$ cat config.mk
export PLATFORM = sky130hd
export DESIGN_NAME = random_sample_without_replacement
export DESIGN_NICKNAME = d
export VERILOG_FILES = /design/src/design/rswr_pkg.sv /design/src/design/rswr_ram.sv /design/src/design/rswr_cfg.sv /design/src/design/rswr_ctrl.sv /design/src/design/random_sample_without_replacement.sv
export SDC_FILE = /design/constraint.sdc
export NUM_CORES = 2
export LEC_CHECK = 0
export BUFFER_PORTS_ARGS = -buffer_cell sky130_fd_sc_hd__buf_2
export CAP_MARGIN = 20
export CORE_UTILIZATION = 60
export DETAILED_ROUTE_END_ITERATION = 7
export PLACE_DENSITY = 0.81
export SYNTH_ARGS = -nofsm -noshare
export SYNTH_HDL_FRONTEND = slang
export SYNTH_HIERARCHICAL = 1
export SYNTH_SLANG_ARGS = --single-unit
$ cat constraint.sdc
create_clock -name aclk -period 18.7 [get_ports aclk]
set_input_delay 3.74 -clock aclk [delete_from_list [all_inputs] [get_ports aclk]]
set_output_delay 3.74 -clock aclk [all_outputs]
set_load 0.05 [all_outputs]
$ cat src/design/rswr_pkg.sv
// ---------------------------------------------------------------------------
// rswr_pkg
// Types, widths, register indexes and codes of the sampling block.
// ---------------------------------------------------------------------------
`default_nettype none

package rswr_pkg;

    localparam int POOL_DEPTH_DEFAULT  = 256;
    localparam int RANDOM_BITS_DEFAULT = 15;

    localparam int SIZE_W      = 9;
    localparam int COUNT_W     = 9;
    localparam int OFFSET_W    = 16;
    localparam int ELEMENT_W   = 17;
    localparam int STATUS_W    = 2;
    localparam int GRANTED_W   = 9;
    localparam int CFG_DATA_W  = 16;
    localparam int CFG_INDEX_W = 2;

    localparam logic [CFG_INDEX_W-1:0] REG_POOL_SIZE   = 2'd0;
    localparam logic [CFG_INDEX_W-1:0] REG_DRAW_COUNT  = 2'd1;
    localparam logic [CFG_INDEX_W-1:0] REG_BASE_OFFSET = 2'd2;

    localparam logic [SIZE_W-1:0]   POOL_SIZE_RESET   = 9'd256;
    localparam logic [COUNT_W-1:0]  DRAW_COUNT_RESET  = 9'd1;
    localparam logic [OFFSET_W-1:0] BASE_OFFSET_RESET = 16'd0;

    localparam logic [STATUS_W-1:0] STATUS_OK   = 2'd0;
    localparam logic [STATUS_W-1:0] STATUS_NONE = 2'd1;
    localparam logic [STATUS_W-1:0] STATUS_ALL  = 2'd2;

    typedef struct packed {
        logic [SIZE_W-1:0]   pool_size;
        logic [COUNT_W-1:0]  draw_count;
        logic [OFFSET_W-1:0] base_offset;
    } cfg_t;

    typedef struct packed {
        logic [ELEMENT_W-1:0] element;
        logic                 last;
        logic [STATUS_W-1:0]  status;
        logic [GRANTED_W-1:0] granted;
    } result_t;

    typedef enum logic [2:0] {
        ST_IDLE,
        ST_DECIDE,
        ST_INDEX,
        ST_FETCH,
        ST_SHIFT,
        ST_FINISH,
        ST_EMIT
    } state_t;

endpackage

`default_nettype wire

$ cat src/design/rswr_ram.sv
// ---------------------------------------------------------------------------
// rswr_ram
// Generic simple dual-port RAM: one write port, one read port, registered read.
// ---------------------------------------------------------------------------
`default_nettype none

module rswr_ram #(
    parameter int WIDTH = $clog2(rswr_pkg::POOL_DEPTH_DEFAULT),
    parameter int DEPTH = rswr_pkg::POOL_DEPTH_DEFAULT
) (
    input  wire logic                     clk,
    input  wire logic                     we,
    input  wire logic [$clog2(DEPTH)-1:0] waddr,
    input  wire logic [WIDTH-1:0]         wdata,
    input  wire logic [$clog2(DEPTH)-1:0] raddr,
    output logic      [WIDTH-1:0]         rdata
);

    logic [WIDTH-1:0] mem [DEPTH];
    logic [WIDTH-1:0] rdata_reg;

    always_ff @(posedge clk) begin
        if (we) begin
            mem[waddr] <= wdata;
        end
        rdata_reg <= mem[raddr];
    end

    assign rdata = rdata_reg;

endmodule

`default_nettype wire

$ cat src/design/rswr_cfg.sv
// ---------------------------------------------------------------------------
// rswr_cfg
// Configuration registers; flags a pool refill on a size or count write.
// ---------------------------------------------------------------------------
`default_nettype none

module rswr_cfg (
    input  wire logic                                aclk,
    input  wire logic                                aresetn,
    input  wire logic                                cfg_wr_en,
    input  wire logic [rswr_pkg::CFG_INDEX_W-1:0]    cfg_index,
    input  wire logic [rswr_pkg::CFG_DATA_W-1:0]     cfg_wdata,
    output rswr_pkg::cfg_t                           cfg,
    output logic                                     cfg_refill
);

    logic [rswr_pkg::SIZE_W-1:0]   pool_size_reg;
    logic [rswr_pkg::COUNT_W-1:0]  draw_count_reg;
    logic [rswr_pkg::OFFSET_W-1:0] base_offset_reg;

    always_ff @(posedge aclk) begin
        if (!aresetn) begin
            pool_size_reg   <= rswr_pkg::POOL_SIZE_RESET;
            draw_count_reg  <= rswr_pkg::DRAW_COUNT_RESET;
            base_offset_reg <= rswr_pkg::BASE_OFFSET_RESET;
        end else if (cfg_wr_en) begin
            unique case (cfg_index)
                rswr_pkg::REG_POOL_SIZE: begin
                    pool_size_reg <= cfg_wdata[rswr_pkg::SIZE_W-1:0];
                end
                rswr_pkg::REG_DRAW_COUNT: begin
                    draw_count_reg <= cfg_wdata[rswr_pkg::COUNT_W-1:0];
                end
                rswr_pkg::REG_BASE_OFFSET: begin
                    base_offset_reg <= cfg_wdata[rswr_pkg::OFFSET_W-1:0];
                end
                default: begin
                end
            endcase
        end
    end

    always_comb begin
        cfg_refill = 1'b0;
        if (cfg_wr_en) begin
            unique case (cfg_index) inside
                rswr_pkg::REG_POOL_SIZE, rswr_pkg::REG_DRAW_COUNT: begin
                    cfg_refill = 1'b1;
                end
                default: begin
                    cfg_refill = 1'b0;
                end
            endcase
        end
    end

    assign cfg.pool_size   = pool_size_reg;
    assign cfg.draw_count  = draw_count_reg;
    assign cfg.base_offset = base_offset_reg;

endmodule

`default_nettype wire

$ cat src/design/rswr_ctrl.sv
// ---------------------------------------------------------------------------
// rswr_ctrl
// Draw sequencer: scales the random word, reads the chosen pool entry and
// closes the gap by moving the entries above it down, one per cycle.
// ---------------------------------------------------------------------------
`default_nettype none

module rswr_ctrl #(
    parameter int POOL_DEPTH  = rswr_pkg::POOL_DEPTH_DEFAULT,
    parameter int RANDOM_BITS = rswr_pkg::RANDOM_BITS_DEFAULT
) (
    input  wire logic                          aclk,
    input  wire logic                          aresetn,
    input  wire rswr_pkg::cfg_t                cfg,
    input  wire logic                          cfg_refill,
    input  wire logic                          s_valid,
    output logic                               s_ready,
    input  wire logic [RANDOM_BITS-1:0]        s_random_value,
    input  wire logic                          s_restart,
    output logic                               res_valid,
    input  wire logic                          res_ready,
    output rswr_pkg::result_t                  res,
    output logic                               mem_we,
    output logic [$clog2(POOL_DEPTH)-1:0]      mem_waddr,
    output logic [$clog2(POOL_DEPTH)-1:0]      mem_wdata,
    output logic [$clog2(POOL_DEPTH)-1:0]      mem_raddr,
    input  wire logic [$clog2(POOL_DEPTH)-1:0] mem_rdata
);

    localparam int AW = $clog2(POOL_DEPTH);
    localparam int CW = $clog2(POOL_DEPTH + 1);
    localparam int PW = RANDOM_BITS + CW;
    localparam int NW = (CW > rswr_pkg::SIZE_W) ? CW : rswr_pkg::SIZE_W;
    localparam int EW = rswr_pkg::ELEMENT_W;
    localparam int GW = rswr_pkg::GRANTED_W;

    rswr_pkg::state_t  state_reg, state_next;
    logic [RANDOM_BITS-1:0] rnd_reg, rnd_next;
    logic              fresh_reg, fresh_next;
    logic [CW-1:0]     rem_reg, rem_next;
    logic [CW-1:0]     picks_reg, picks_next;
    logic              dirty_reg, dirty_next;
    logic [AW-1:0]     lo_reg, lo_next;
    logic [PW-1:0]     prod_reg, prod_next;
    logic [AW-1:0]     idx_reg, idx_next;
    logic [CW-1:0]     ptr_reg, ptr_next;
    logic              rd_ident_reg, rd_ident_next;
    logic [AW-1:0]     rd_addr_reg, rd_addr_next;
    rswr_pkg::result_t res_reg, res_next;

    logic [NW-1:0] size_x;
    logic [NW-1:0] draw_x;
    logic [CW-1:0] eff_pool;
    logic [CW-1:0] rem_e;
    logic [CW-1:0] picks_e;
    logic          dirty_e;
    logic          need_refill;
    logic [CW-1:0] rem_u;
    logic [CW-1:0] picks_u;
    logic          dirty_u;
    logic [CW-1:0] pos;
    logic [CW-1:0] pos_inc;
    logic [CW-1:0] idx_full;
    logic [CW-1:0] idx_clamp;
    logic [AW-1:0] idx_sel;
    logic [CW-1:0] picks_inc;
    logic [AW-1:0] ptr_addr;
    logic          issue_ident;
    logic [AW-1:0] rd_value;
    logic          more;

    assign size_x = NW'(cfg.pool_size);
    assign draw_x = NW'(cfg.draw_count);

    always_comb begin
        if (cfg.pool_size == '0) begin
            eff_pool = CW'(1);
        end else if (size_x > NW'(POOL_DEPTH)) begin
            eff_pool = CW'(POOL_DEPTH);
        end else begin
            eff_pool = CW'(cfg.pool_size);
        end
    end

    assign rem_e   = fresh_reg ? eff_pool : rem_reg;
    assign picks_e = fresh_reg ? '0 : picks_reg;
    assign dirty_e = fresh_reg ? 1'b0 : dirty_reg;

    assign need_refill = (rem_e == '0) || (rem_e > eff_pool) || (NW'(picks_e) >= draw_x);
    assign rem_u   = need_refill ? eff_pool : rem_e;
    assign picks_u = need_refill ? '0 : picks_e;
    assign dirty_u = need_refill ? 1'b0 : dirty_e;

    assign pos     = (picks_e >= eff_pool) ? '0 : picks_e;
    assign pos_inc = pos + CW'(1);

    assign idx_full  = prod_reg[RANDOM_BITS +: CW];
    assign idx_clamp = (idx_full >= rem_reg) ? (rem_reg - CW'(1)) : idx_full;
    assign idx_sel   = idx_clamp[AW-1:0];

    assign picks_inc   = picks_reg + CW'(1);
    assign ptr_addr    = ptr_reg[AW-1:0];
    assign issue_ident = !(dirty_reg && (ptr_addr >= lo_reg));
    assign more        = (ptr_reg < rem_reg);

    // entries outside the written span still hold their refill value
    assign rd_value = rd_ident_reg ? rd_addr_reg : mem_rdata;

    always_ff @(posedge aclk) begin
        if (!aresetn) begin
            state_reg <= rswr_pkg::ST_IDLE;
            fresh_reg <= 1'b1;
            dirty_reg <= 1'b0;
        end else begin
            state_reg <= state_next;
            fresh_reg <= fresh_next;
            dirty_reg <= dirty_next;
        end
    end

    always_ff @(posedge aclk) begin
        rnd_reg      <= rnd_next;
        rem_reg      <= rem_next;
        picks_reg    <= picks_next;
        lo_reg       <= lo_next;
        prod_reg     <= prod_next;
        idx_reg      <= idx_next;
        ptr_reg      <= ptr_next;
        rd_ident_reg <= rd_ident_next;
        rd_addr_reg  <= rd_addr_next;
        res_reg      <= res_next;
    end

    always_comb begin
        state_next    = state_reg;
        rnd_next      = rnd_reg;
        fresh_next    = fresh_reg;
        rem_next      = rem_reg;
        picks_next    = picks_reg;
        dirty_next    = dirty_reg;
        lo_next       = lo_reg;
        prod_next     = prod_reg;
        idx_next      = idx_reg;
        ptr_next      = ptr_reg;
        rd_ident_next = rd_ident_reg;
        rd_addr_next  = rd_addr_reg;
        res_next      = res_reg;
        s_ready       = 1'b0;
        res_valid     = 1'b0;
        mem_we        = 1'b0;
        mem_waddr     = rd_addr_reg - AW'(1);
        mem_wdata     = rd_value;
        mem_raddr     = ptr_addr;

        unique case (state_reg)
            rswr_pkg::ST_IDLE: begin
                s_ready = 1'b1;
                if (s_valid) begin
                    rnd_next = s_random_value;
                    if (s_restart) begin
                        fresh_next = 1'b1;
                    end
                    state_next = rswr_pkg::ST_DECIDE;
                end
            end
            rswr_pkg::ST_DECIDE: begin
                res_next        = '0;
                res_next.status = rswr_pkg::STATUS_OK;
                if (cfg.draw_count == '0) begin
                    res_next.last   = 1'b1;
                    res_next.status = rswr_pkg::STATUS_NONE;
                    state_next      = rswr_pkg::ST_EMIT;
                end else if (draw_x >= NW'(eff_pool)) begin
                    res_next.status  = rswr_pkg::STATUS_ALL;
                    res_next.element = EW'(pos) + EW'(cfg.base_offset);
                    if (pos_inc >= eff_pool) begin
                        res_next.last    = 1'b1;
                        res_next.granted = GW'(eff_pool - CW'(1));
                        fresh_next       = 1'b1;
                    end else begin
                        fresh_next = 1'b0;
                        picks_next = pos_inc;
                        rem_next   = rem_e;
                        dirty_next = dirty_e;
                    end
                    state_next = rswr_pkg::ST_EMIT;
                end else begin
                    fresh_next = 1'b0;
                    rem_next   = rem_u;
                    picks_next = picks_u;
                    dirty_next = dirty_u;
                    prod_next  = PW'(rnd_reg) * PW'(rem_u);
                    state_next = rswr_pkg::ST_INDEX;
                end
            end
            rswr_pkg::ST_INDEX: begin
                mem_raddr     = idx_sel;
                rd_addr_next  = idx_sel;
                rd_ident_next = !(dirty_reg && (idx_sel >= lo_reg));
                idx_next      = idx_sel;
                ptr_next      = CW'(idx_sel) + CW'(1);
                state_next    = rswr_pkg::ST_FETCH;
            end
            rswr_pkg::ST_FETCH: begin
                res_next.element = EW'(rd_value) + EW'(cfg.base_offset);
                if (more) begin
                    rd_addr_next  = ptr_addr;
                    rd_ident_next = issue_ident;
                    ptr_next      = ptr_reg + CW'(1);
                    state_next    = rswr_pkg::ST_SHIFT;
                end else begin
                    state_next = rswr_pkg::ST_FINISH;
                end
            end
            rswr_pkg::ST_SHIFT: begin
                // move the entry read last cycle down one place
                mem_we = 1'b1;
                if (more) begin
                    rd_addr_next  = ptr_addr;
                    rd_ident_next = issue_ident;
                    ptr_next      = ptr_reg + CW'(1);
                end else begin
                    state_next = rswr_pkg::ST_FINISH;
                end
            end
            rswr_pkg::ST_FINISH: begin
                if (NW'(picks_inc) >= draw_x) begin
                    res_next.last    = 1'b1;
                    res_next.granted = cfg.draw_count;
                    fresh_next       = 1'b1;
                end else begin
                    rem_next   = rem_reg - CW'(1);
                    picks_next = picks_inc;
                    if ((CW'(idx_reg) + CW'(1)) < rem_reg) begin
                        dirty_next = 1'b1;
                        lo_next    = (dirty_reg && (lo_reg < idx_reg)) ? lo_reg : idx_reg;
                    end
                end
                state_next = rswr_pkg::ST_EMIT;
            end
            rswr_pkg::ST_EMIT: begin
                res_valid = 1'b1;
                if (res_ready) begin
                    state_next = rswr_pkg::ST_IDLE;
                end
            end
            default: begin
                state_next = rswr_pkg::ST_IDLE;
            end
        endcase

        if (cfg_refill) begin
            fresh_next = 1'b1;
        end
    end

    assign res = res_reg;

endmodule

`default_nettype wire

$ cat src/design/random_sample_without_replacement.sv
// ---------------------------------------------------------------------------
// random_sample_without_replacement
// Status-only and in-order results go from DECIDE straight to EMIT; a random
// pick passes DECIDE, INDEX, FETCH, SHIFT while entries lie above it, and
// FINISH; SHIFT moves one pool entry down per cycle. Results are registered.
// One item at a time: no new input is taken until the result leaves EMIT.
// Reset is synchronous, active low; the pool reads as 0..N-1 at once.
// ---------------------------------------------------------------------------
`default_nettype none

module random_sample_without_replacement #(
    parameter int POOL_DEPTH  = rswr_pkg::POOL_DEPTH_DEFAULT,
    parameter int RANDOM_BITS = rswr_pkg::RANDOM_BITS_DEFAULT
) (
    input  wire logic                              aclk,
    input  wire logic                              aresetn,
    input  wire logic                              cfg_wr_en,
    input  wire logic [rswr_pkg::CFG_INDEX_W-1:0]  cfg_index,
    input  wire logic [rswr_pkg::CFG_DATA_W-1:0]   cfg_wdata,
    input  wire logic                              s_valid,
    output logic                                   s_ready,
    input  wire logic [RANDOM_BITS-1:0]            s_random_value,
    input  wire logic                              s_restart,
    output logic                                   m_valid,
    input  wire logic                              m_ready,
    output logic [rswr_pkg::ELEMENT_W-1:0]         m_element_value,
    output logic                                   m_last,
    output logic [rswr_pkg::STATUS_W-1:0]          m_status,
    output logic [rswr_pkg::GRANTED_W-1:0]         m_granted_count
);

    localparam int AW = $clog2(POOL_DEPTH);

    rswr_pkg::cfg_t    cfg;
    logic              cfg_refill;
    logic              res_valid;
    logic              res_ready;
    rswr_pkg::result_t res;
    logic              mem_we;
    logic [AW-1:0]     mem_waddr;
    logic [AW-1:0]     mem_wdata;
    logic [AW-1:0]     mem_raddr;
    logic [AW-1:0]     mem_rdata;

    logic              m_valid_reg;
    rswr_pkg::result_t m_res_reg;

    rswr_cfg u_cfg (
        .aclk       (aclk),
        .aresetn    (aresetn),
        .cfg_wr_en  (cfg_wr_en),
        .cfg_index  (cfg_index),
        .cfg_wdata  (cfg_wdata),
        .cfg        (cfg),
        .cfg_refill (cfg_refill)
    );

    rswr_ctrl #(
        .POOL_DEPTH  (POOL_DEPTH),
        .RANDOM_BITS (RANDOM_BITS)
    ) u_ctrl (
        .aclk           (aclk),
        .aresetn        (aresetn),
        .cfg            (cfg),
        .cfg_refill     (cfg_refill),
        .s_valid        (s_valid),
        .s_ready        (s_ready),
        .s_random_value (s_random_value),
        .s_restart      (s_restart),
        .res_valid      (res_valid),
        .res_ready      (res_ready),
        .res            (res),
        .mem_we         (mem_we),
        .mem_waddr      (mem_waddr),
        .mem_wdata      (mem_wdata),
        .mem_raddr      (mem_raddr),
        .mem_rdata      (mem_rdata)
    );

    rswr_ram #(
        .WIDTH (AW),
        .DEPTH (POOL_DEPTH)
    ) u_pool_ram (
        .clk   (aclk),
        .we    (mem_we),
        .waddr (mem_waddr),
        .wdata (mem_wdata),
        .raddr (mem_raddr),
        .rdata (mem_rdata)
    );

    assign res_ready = !m_valid_reg || m_ready;

    always_ff @(posedge aclk) begin
        if (!aresetn) begin
            m_valid_reg <= 1'b0;
        end else if (res_valid && res_ready) begin
            m_valid_reg <= 1'b1;
        end else if (m_ready) begin
            m_valid_reg <= 1'b0;
        end
    end

    always_ff @(posedge aclk) begin
        if (res_valid && res_ready) begin
            m_res_reg <= res;
        end
    end

    assign m_valid         = m_valid_reg;
    assign m_element_value = m_res_reg.element;
    assign m_last          = m_res_reg.last;
    assign m_status        = m_res_reg.status;
    assign m_granted_count = m_res_reg.granted;

endmodule

`default_nettype wire

==> metrics.md <==
| Metric | Value |
|---|---|
| Post-synthesis sequential area ratio | 70.0% |
| HP Start | u_ctrl/res[20]$_DFFE_PP_ |
| DRT iter0 DRCs | 7152 |
| Max-slew headroom | 19.3% |
| Number of flops mapped to enable cells by yosys | 2182 |
| Clock slew at the register clock pins of the worst setup and hold paths | 0.06 ns |
| Worst reg2reg startpoint | u_ctrl/rem_reg[6]$_DFFE_PP_ |
| Setup Skew | 0.0712 ns |
| TritonCTS clock tree | done |
| Die Y | 400 um |
| Routed via count | 52300 |
| Initial antenna violation count | 7 |
| Max FFs per register | 2048 |
| Synth warnings | 6 |
| Share of cells above drive strength 1 | 17.8% |
| Crit start category | register |
| Drt wl/cell | 30.4 um |
| Critical Path Fanout Max | 103 |
| Data arrival time of the worst path | 9.14 ns |
| GR Layer Usage met3 | 7.37% |
| Post-route insts no fill | 7676 |
| GRT Util Overall | 29.5% |
| H-Tree Depth | 4 |
| GR peak layer | met2 |
| Compound-Gate Fraction of Synth Area | 4.85% |
| Outcome | finished clean |
| P_leak | 34.4 nW |
| Placer Congestion | 0.886 |
| Worst slew pin tran | 1.21 ns |
| Power per cell area | 158 nW/um^2 |
| Worst Hold Class | register to register |
| Core ar. | 157000 um^2 |
| Flops & latches, synth | 2230 |
| VDD IR max | 0.000134 V |
| Adder-cell share of the synthesized area | 4.13% |
| Hold Buf Count CTS | 0 |
| Initial Util | 60.6% |
| Total congestion overflow | 0 |
| Post-CTS setup buffer count | 0 |
| Minimum clock period | 8.44 ns |
| Post-placement cell count | 7275 |
| Clk Latency, worst-skew pair | 0.86 ns |
| R2R cell count | 19 |
| Mux cell area share after synthesis | 12.9% |
| I/O pins | 70 |
| Synth Area in Simple Gates | 4.98% |
| Hpwl dp | 140 mm |
| Largest family of logic cells by synthesized area | multiplexers |
| Total CTS buffers | 208 |
| Routed Antenna Nets | 0 |
| Synth Cell Area | 95000 um^2 |
| Router iterations before antenna repair | 6 |
| Reg-to-Reg End | u_pool_ram/rdata[0]$_DFF_P_ |
| Post-Synth XOR/XNOR Area | 0.553% |
| Syn_area_per_cell | 17.8 um^2 |
| Final Slew Violations | 0 |
| Post-route DRC | 0 |
| Async S/R FF share, synth | 0% |
| Worst-case clock buffer depth | 3 |
| Port bufs | 69 |
| Period Utilization, post-route | 45.1% |
| Final hold violation count | 0 |
| Synthesized Nets | 5643 |
| # setup viols final | 0 |
| Met2 usage | 45.8% |
| Max_cap viols | 0 |
| Largest net degree at the start of global routing | 189 |
| RSZ-0062 raised after global routing | false |
| Die area | 160000 um^2 |
| Yosys cell types | 101 |
| Crit Path Category | register to register |
| M1 GR Usage | 40.0% |
| Post-synthesis cell count | 5346 |
| Vias per inst | 6.82 |
| Fmax achieved | 119 MHz |
| Post_cts resized | 0 |
| Min-Delay Path Depth | 0 |
| CTS sink cnt | 2230 |
| Die Width | 400 um |
| Req. time, crit path | 19.41 ns |
| Num rows | 145 |
| P&R area growth vs syn | 9.61% |
| R2r setup slk | 10.26 ns |
| Hold endpoint | m_element_value[8]$_DFFE_PP_ |
| Routed WL | 233 mm |
| First-pass GRT wire length | 343 mm |
| Top_reg_cell synth | edfxtp_1 |
| CP endpoint kind | register |
| Clock root cell | clkbuf_16 |
| Setup TNS | 0 ns |
| Final nets | 5733 |
| Via count of the first global-routing pass | 52300 |
[synth_stat cells (26+ instances only)]
library cell,n,area (um^2)
nor4_1,30,188
a211oi_1,26,195
nand3_1,65,325
ha_1,165,2060
o22ai_1,38,238
fa_1,93,1860
nor2_1,359,1350
nand2_1,223,837
nor3_1,58,290
nor2b_1,60,375
o221ai_1,47,412
xnor2_1,39,342
a21oi_1,165,826
and2_1,76,475
a21o_1,34,255
mux4_2,454,10200
edfxtp_1,2182,65500
buf_4,30,225
mux2i_1,179,1790
clkbuf_1,145,544
o21ai_0,72,360
nand2b_1,28,175
inv_1,197,739
buf_2,39,195
a22oi_1,133,998
dfxtp_1,48,961
[metal layers]
layer | up-vias | routed length, um
met5 | - | 39
met1 | 26600 | 83500
met2 | 3694 | 110000
met4 | 6 | 10800
met3 | 661 | 28600
li1 | 21400 | -
[logic make-up after synthesis]
kind of cell    Yosys count
flops                  2230
simple gates            990
compound gates          671
mux                     654
buf+inv                 483
fa+ha+maj               258
xor+xnor                 60
[worst max path at each step]
stage               slack (ns)                                start                             to  cells past startpoint
floorplan                11.16        u_ctrl/fresh_reg$_SDFFE_PP1P_  u_ctrl/prod_reg[23]$_DFFE_PP_                     33
global placement          9.87  u_cfg/pool_size_reg[8]$_SDFFE_PN1P_  u_ctrl/prod_reg[23]$_DFFE_PP_                     31
detailed placement        9.64  u_cfg/pool_size_reg[8]$_SDFFE_PN1P_  u_ctrl/prod_reg[23]$_DFFE_PP_                     28
CTS                       9.57  u_cfg/pool_size_reg[8]$_SDFFE_PN1P_  u_ctrl/prod_reg[23]$_DFFE_PP_                     28
global route              9.75  u_cfg/pool_size_reg[8]$_SDFFE_PN1P_  u_ctrl/prod_reg[23]$_DFFE_PP_                     31
finish                   10.26          u_ctrl/rem_reg[6]$_DFFE_PP_    u_pool_ram/rdata[0]$_DFF_P_                     19
[final cells by class]
type	count	area [um^2]
diodes	5	12.5
clock buffers	254	5470
clock inverters	133	1390
fillers	9795	52700
inverters	201	762
multi-input cells	2633	26300
flip-flops and latches	2230	66500
well taps	2058	2570
repair buffers	162	1120
[critical path, cell delays in order (launching register included)]
cell       delay (ns)
edfxtp_1         0.44
inv_1            0.24
ha_1             0.31
and4_1           0.20
a2111oi_2        0.37
o21ai_1          0.24
a21oi_4          0.35
o21ai_0          0.34
o21ai_4          0.23
buf_4            0.64
buf_12           0.44
buf_12           0.55
buf_4            0.67
mux4_2           0.63
mux4_2           0.49
nor2_1           0.50
a2111oi_0        0.19
buf_4            0.22
nor3_1           0.65
nor4_2           0.12
[per-stage QoR]
stage / hold WS [ns] / worst slack, ns / total power, mW / cell area (um^2) / util, %
6_report: 0.412 / 10.26 / 16.4 / 104000 / 66.4
5_1_grt: 0.425 / 9.75 / 17.1 / 104000 / 66.4
4_1_cts: 0.417 / 9.57 / 16.4 / 104000 / 66.4
3_5_place_dp: 0.405 / 9.64 / 12.1 / 97100 / 62.0
3_3_place_gp: 0.401 / 9.87 / 12.0 / 97100 / 62.0
2_1_floorplan: 0.400 / 11.16 / 10.4 / 95000 / -
[cell usage in the layout (no fill, tap or decap), drive strengths merged, types with 27 or more instances in the layout]
cell type  synthesis  final
dfxtp             48     48
nor2b             61     61
a211oi            27     27
a21oi            166    166
o21ai             80     80
nor4              35     35
mux4             456    456
o221ai            48     48
mux2i            179    179
xnor2             39     39
nor2             360    360
clkinv             2    103
o22ai             38     38
clkbuf           145    254
ha               165    165
a21o              34     34
and2              77     77
edfxtp          2182   2182
inv              199    204
nand2            223    223
nand3             66     66
nand2b            30     30
fa                93     93
nor3              59     59
buf              137    162
a22oi            133    133
[power by group]
part | switching [mW] | total [mW] | internal, mW
logic | 3.86 | 6.05 | 2.19
registers | 0.0842 | 6.15 | 6.07
clock network | 1.87 | 4.24 | 2.37
total | 5.81 | 16.4 | 10.6
No activity file was read; power rests on OpenSTA's default activity.
